### src/rtl/core/eeprom_controller_registers_assert.svh
// Assertion helpers shared by the eeprom controller RTL.
// Each macro expands to one labeled concurrent assertion, reset gated.
`ifndef EEPROM_CONTROLLER_REGISTERS_ASSERT_SVH
`define EEPROM_CONTROLLER_REGISTERS_ASSERT_SVH

// Same-cycle implication.
`define ECR_ASSERT_NOW(label, clk, rst_n, ante, cons, msg) \
    label: assert property (@(posedge clk) disable iff (!rst_n) (ante) |-> (cons)) \
        else $error(msg);

// Next-cycle implication.
`define ECR_ASSERT_NEXT(label, clk, rst_n, ante, cons, msg) \
    label: assert property (@(posedge clk) disable iff (!rst_n) (ante) |=> (cons)) \
        else $error(msg);

`endif

### src/rtl/core/ecr_pkg.sv
// ----------------------------------------------------------------------------
// ecr_pkg
// Types, register map and helper functions of the eeprom controller block.
// ----------------------------------------------------------------------------
`default_nettype none

package ecr_pkg;

    localparam int STORE_BYTES_DEF = 4096;

    localparam logic [11:0] REG_BASE = 12'h080;

    // register offsets relative to REG_BASE
    localparam logic [11:0] RG_CMD       = 12'h000;
    localparam logic [11:0] RG_ADDR      = 12'h004;
    localparam logic [11:0] RG_WDATA     = 12'h008;
    localparam logic [11:0] RG_RDATA     = 12'h00C;
    localparam logic [11:0] RG_WAIT      = 12'h010;
    localparam logic [11:0] RG_CLKDIV    = 12'h014;
    localparam logic [11:0] RG_PWRDN     = 12'h018;
    localparam logic [11:0] RG_IEN_CLR   = 12'hF58;
    localparam logic [11:0] RG_IEN_SET   = 12'hF5C;
    localparam logic [11:0] RG_ISTAT     = 12'hF60;
    localparam logic [11:0] RG_IEN      = 12'hF64;
    localparam logic [11:0] RG_ISTAT_CLR = 12'hF68;
    localparam logic [11:0] RG_ISTAT_SET = 12'hF6C;

    localparam logic [31:0] ST_END_RW   = 32'h0400_0000;
    localparam logic [31:0] ST_END_PROG = 32'h1000_0000;
    localparam logic [2:0]  CMD_PROGRAM = 3'd6;
    localparam logic [7:0]  ERASED      = 8'hFF;

    typedef struct packed {
        logic        mode;
        logic [11:0] offset;
        logic [2:0]  access_bytes;
        logic [31:0] write_data;
    } req_t;

    typedef struct packed {
        logic [31:0] read_data;
        logic [31:0] interrupt_status;
    } rsp_t;

    typedef enum logic [1:0] {
        ST_CLEAR,
        ST_IDLE,
        ST_EXEC,
        ST_RESP
    } state_t;

    typedef struct packed {
        logic clear;
        logic capture;
        logic exec;
        logic respond;
    } ctrl_t;

    typedef struct packed {
        logic clear_last;
    } stat_t;

    function automatic logic [31:0] lane_mask(input logic [2:0] n);
        logic [31:0] m;
        case (n)
            3'd1:    m = 32'h0000_00FF;
            3'd2:    m = 32'h0000_FFFF;
            3'd3:    m = 32'h00FF_FFFF;
            default: m = 32'hFFFF_FFFF;
        endcase
        return m;
    endfunction

    // bytes moved by a data register access, from command bits 2:0
    function automatic logic [2:0] data_width(input logic [2:0] cmd);
        logic [2:0] w;
        case (cmd)
            3'd1, 3'd4: w = 3'd2;
            3'd2, 3'd5: w = 3'd4;
            default:    w = 3'd1;
        endcase
        return w;
    endfunction

endpackage

`default_nettype wire

### src/rtl/core/ecr_ctrl.sv
// ----------------------------------------------------------------------------
// ecr_ctrl
// Sequencer: store clearing pass after reset, then accept, execute, respond.
// ----------------------------------------------------------------------------
`default_nettype none

module ecr_ctrl (
    input  wire logic           clk,
    input  wire logic           rst_n,
    input  wire logic           start,
    input  wire ecr_pkg::stat_t stat,
    output logic                busy,
    output logic                done,
    output ecr_pkg::ctrl_t      ctrl
);
    import ecr_pkg::*;

    state_t state_reg;
    state_t state_next;

    always_ff @(posedge clk or negedge rst_n)
    begin
        if (!rst_n)
        begin
            state_reg <= ST_CLEAR;
        end
        else
        begin
            state_reg <= state_next;
        end
    end

    always_comb
    begin
        state_next = state_reg;
        case (state_reg)
            ST_CLEAR:
            begin
                if (stat.clear_last)
                begin
                    state_next = ST_IDLE;
                end
            end
            ST_IDLE:
            begin
                if (start)
                begin
                    state_next = ST_EXEC;
                end
            end
            ST_EXEC: state_next = ST_RESP;
            ST_RESP: state_next = ST_IDLE;
            default: state_next = ST_CLEAR;
        endcase
    end

    always_comb
    begin
        busy         = 1'b1;
        done         = 1'b0;
        ctrl         = '0;
        case (state_reg)
            ST_CLEAR: ctrl.clear = 1'b1;
            ST_IDLE:
            begin
                busy         = 1'b0;
                ctrl.capture = start;
            end
            ST_EXEC: ctrl.exec = 1'b1;
            ST_RESP:
            begin
                ctrl.respond = 1'b1;
                done         = 1'b1;
            end
            default: ctrl.clear = 1'b1;
        endcase
    end

`include "eeprom_controller_registers_assert.svh"

    `ECR_ASSERT_NOW(a_one_step, clk, rst_n, 1'b1, $onehot0(ctrl), "control steps overlap")
    `ECR_ASSERT_NEXT(a_accept_exec, clk, rst_n, start && !busy, busy && !done, "accept not followed by execute")
    `ECR_ASSERT_NOW(a_done_latency, clk, rst_n, done, $past(start && !busy, 2), "result without an accept two cycles before")
    `ECR_ASSERT_NEXT(a_done_frees, clk, rst_n, done, !busy && !done, "controller not idle after a result")

endmodule

`default_nettype wire

### config.mk
export PLATFORM = sky130hd
export DESIGN_NAME = ecr_ctrl
export DESIGN_NICKNAME = d
export VERILOG_FILES = /design/src/rtl/core/ecr_pkg.sv /design/src/rtl/core/ecr_ctrl.sv
export VERILOG_INCLUDE_DIRS = /design/src /design/src/rtl/core
export SDC_FILE = /design/constraint.sdc
export NUM_CORES = 1
export LEC_CHECK = 0
export ABC_AREA = 1
export BUFFER_PORTS_ARGS = -buffer_cell sky130_fd_sc_hd__buf_2
export CAP_MARGIN = 5
export CORE_AREA = 2 2 39 41
export CTS_CLUSTER_SIZE = 16
export DETAILED_ROUTE_END_ITERATION = 6
export DIE_AREA = 0 0 41 43
export GPL_ROUTABILITY_DRIVEN = 0
export PLACE_DENSITY = 0.41
export SLEW_MARGIN = 10
export SYNTH_ARGS = -nofsm -noshare
export SYNTH_HDL_FRONTEND = slang
export SYNTH_SLANG_ARGS = --single-unit
### constraint.sdc
create_clock -name clk -period 2.7 [get_ports clk]
set_clock_uncertainty 0.2 [all_clocks]
set_input_delay 0.135 -clock clk [delete_from_list [all_inputs] [get_ports clk]]
set_output_delay 0.135 -clock clk [all_outputs]
set_load 0.005 [all_outputs]
Word level (Yosys, flattened, before mapping). Cells that the tools add are included.

Reduce and logical (&&, ||, !) cells: 2. Equality and inequality tests: 5. Mux-type cells: 8.

Operators by type and width (count): 2-bit case mux with 4 select lines (1); 1-bit 2-to-1 mux (5); 2-bit equality test, second input constant (2); 2-bit 2-to-1 mux (2); 2-bit != test, second input constant (2); 2-bit by 1-bit equality test with 1-bit output, second input constant (1); 2-bit zero test (1); 2-bit AND reduction (1).

Flip-flop bits (word level): 2. Logic and storage cells: 16.

Logic depth before layout (Yosys ltp).
Depth in word-level cells: 3. Gate-level depth with buffers: 6. Mapped depth without buffers: 6.

Worst setup path before layout. No wires, ideal clock.

Path type: register to register. Start: reg state_reg[0]. End: reg state_reg[0]. Setup slack: 1496 ps. Stages on the path, launching flop included: 7. Buffers on the path: 0. Arrival: 888 ps. Required time: 2383 ps. Cells stage by stage: dfrtp_1 inv_1 ha_1 nand2_1 nand2_2 nand2_1 nand2_1.

Longest elaborated chain between the ends: 3.

RTL lines: from (decl) (line ecr_ctrl.sv:18) `state_t state_reg;`; from (signal assigned) (line ecr_ctrl.sv:29) `state_reg <= state_next;`; 2-bit by 1-bit equality test with 1-bit output / 2-bit zero test (equally long branches) (line ecr_ctrl.sv:36) `case (state_reg)`; 2-bit != test (no line); 2-bit AND reduction (no line).

Several ways; a longest one is shown, not always the timed one. A chain may end at the register's enable or synchronous reset.

==> flow_summary_export.csv <==
group,metric,value,unit
flow_run,max_cap_violations,0,
sta,rsz0062_at_grt,"no",
setup_path,cp-start-kind,"flop",
floorplan,core_area,1384,µm²
sta,fin_crit,1.451,ns
sta,maxSlewViolCount,0,
sta,finalSetupTns,0,ns
logic_synthesis,synth.avg_cell_area,7.562,µm²
setup_path,critPathSlowestCell,"dfrtp_1",
logic_synthesis,synth_common_cells,"7 x nand2_1, 6 x inv_1, 4 x ha_1",
drt,vias,161,
setup_path,crit_arrival,1.12,ns
global_routing,grt.total_usage,5.729,%
logic_synthesis,synth_top_flop_cell,"dfrtp_1",
worst_hold_path,hp-class,"in -> async",
setup_path,crit_fanout,4,
sta,fin_crit_sh,53.74,%
clock_network,tritoncts,"done",
floorplan,core.rowCount,14,
drt,ant_nets,0,
logic_synthesis,yosysWarnings,0,
finish,fin_util,19.08,%
logic_synthesis,yosysMostFrequentCell,"nand2_1",
floorplan,die_w,41,µm
sta,max_freq,689.1,MHz
clock_network,cts_resized,0,
logic_synthesis,synth_compound_area_share,0,%
logic_synthesis,synthTopCellsByArea,"dfrtp_1 29%, ha_1 29%, nand2_1 15%",
global_routing,grt_max_degree,5,
finish,drive_gt1_share,40.00,%
clock_network,clkTransAtPathRegs,0.03,ns
logic_synthesis,netlist_area,173.9,µm²
floorplan,chipHeight,43,µm
placed_design,dp_hpwl,282.6,µm
sta,worst_hold_slack,0.03136,ns
drt,first_pass_iters,3,
setup_path,crit_path_max_incr_delay,0.40,ns
logic_synthesis,synth_top_family_by_area,"adder cells",
sta,slew_headroom,90.08,%
logic_synthesis,yosysUniqueCellTypes,7,
clock_network,htree_levels,1,
logic_synthesis,synthAdderAreaFrac,28.78,%
floorplan,initial_core_util,12.57,%
placed_design,portBuffers,9,
global_routing,antenna_found_initial,0,
clock_network,clk_latency,0.22,ns
setup_path,path_common_cell,"inv_1",
drt,vias_per_cell,3.157,
floorplan,dieArea,1763,µm²
finish,final_area,264.0,µm²
finish,antenna_cells,0,
clock_network,cts_root_buffer,"clkbuf_4",
logic_synthesis,syn_inst,23,
finish,area_growth_syn_to_layout,51.80,%
drt,drtIter0Drc,1,
status,status,"finished clean",
power,p_per_area,1040,nW/µm²
logic_synthesis,syn_nets,31,
drt,route.detailed.drc,0,
floorplan,io_pins,10,
logic_synthesis,ys_seq_area_share,28.78,%
finish,nFillCells,162,
setup_path,critPathKind,"reg -> out",
power,vdd.ir_drop.worst,0.0001894,V
global_routing,gr-total-overflow,0,
global_routing,grt_pass1_vias,145,
finish,nets,45,
setup_path,worstSetupEndpointType,"output port",
logic_synthesis,synth-xor-area-share,0,%
global_routing,grt_pass1_wl,586,µm
clock_network,cts_sinks,2,
placed_design,post_dp_cell_area,231.5,µm²
setup_path,path_cells,"inv_1 > ha_1 > nand2_1 > inv_1 > buf_2",
clock_network,post-cts-setup-buffer-count,0,
placed_design,place_ws,1.408,ns
logic_synthesis,ys_ff_latch,2,
finish,largest_reg_flops,2,
clock_network,cts-buffers-inserted,3,
sta,setup_violations,0,
logic_synthesis,synth_edf_count,0,
power,p_leak,0.1739,nW
logic_synthesis,synth_top_cell_by_area,"dfrtp_1",
logic_synthesis,synthMuxAreaShare,0,%
logic_synthesis,async_flop_share,100.0,%
logic_synthesis,synth_top_area_share,28.78,%
logic_synthesis,yosys.area_share.simple,25.18,%
sta,hold_violations,0,
setup_path,required,2.37,ns
clock_network,clock_path_buffers,2,
sta,worstMarginPinSlew,0.1488,ns
drt,wire_per_inst,6.804,µm
sta,worst_slack,1.249,ns
drt,wl,347,µm
cell type report:
class	instances	area, µm²	share of cell area, %
timing repair buffer	10	55.05	20.85
clock buffer	3	22.52	8.531
inverter	6	22.52	8.531
multi-input combinational	14	93.84	35.55
sequential	2	50.05	18.96
tap	16	20.02	7.583
critical path, delay by kind of cell (launching register included):
| kind | cells | cell delay (ns) |
|---|---|---|
| AND/OR/NAND/NOR | 1 | 0.06 |
| flip-flops | 1 | 0.40 |
| buffers and inverters | 3 | 0.24 |
| adder cells (fa/ha/maj) | 1 | 0.20 |
per-stage QoR:
step | instances | total power [mW]
detailed placement | 47 | 0.2130
floorplan | 23 | 0.1667
global route | 51 | 0.3120
CTS | 51 | 0.2833
finish | 51 | 0.2745
global placement | 47 | 0.2130
cell usage in the layout (no fill, tap or decap), drive strengths merged:
cell type and count:
dfrtp 2, buf 9, nand2 9, inv 6, nand3 1, dlygate4sd3 1, clkbuf 3, ha 4
timing repair:
item | in CTS | in global routing
setup endpoints to repair | 0 | 0
hold buffers | 1 | 0
endpoints found under the hold margin | 2 | 0
worst paths after layout:
check,start,endpoint,slack [ns],cells after the start
hold / removal,rst_n,state_reg[0],0.03,2
min in group clk,stat,state_reg[0],0.07,5
hold reg to reg,state_reg[1],state_reg[1],0.34,2
setup reg to reg,state_reg[0],state_reg[1],1.41,6
max in group asynchronous,rst_n,state_reg[1],2.17,2
setup / recovery,state_reg[1],ctrl[2],1.25,5
routing by layer:
layer	track usage (%)	wire (µm)	vias to the layer above
li1	-	-	89
met1	6.452	152	65
met2	5.938	146	7
met3	4.712	48	0
met4	6.000	0	0
met5	0	0	-
where the power goes:
group | leakage, nW | total (mW) | switching [mW] | internal, mW
sequential | 0.0227 | 0.0634 | 0.0170 | 0.0464
combinational | 0.137 | 0.148 | 0.0781 | 0.0696
clock | 0.0138 | 0.0634 | 0.0146 | 0.0488
cells by family (layout without fill, tap and decap cells):
kind of cell	Yosys count	count (layout)
and+or+nand+nor	10	10
buffers and inverters	7	19
adders and majority gates	4	4
DFF	2	2
No activity file was read; power rests on OpenSTA's default activity.
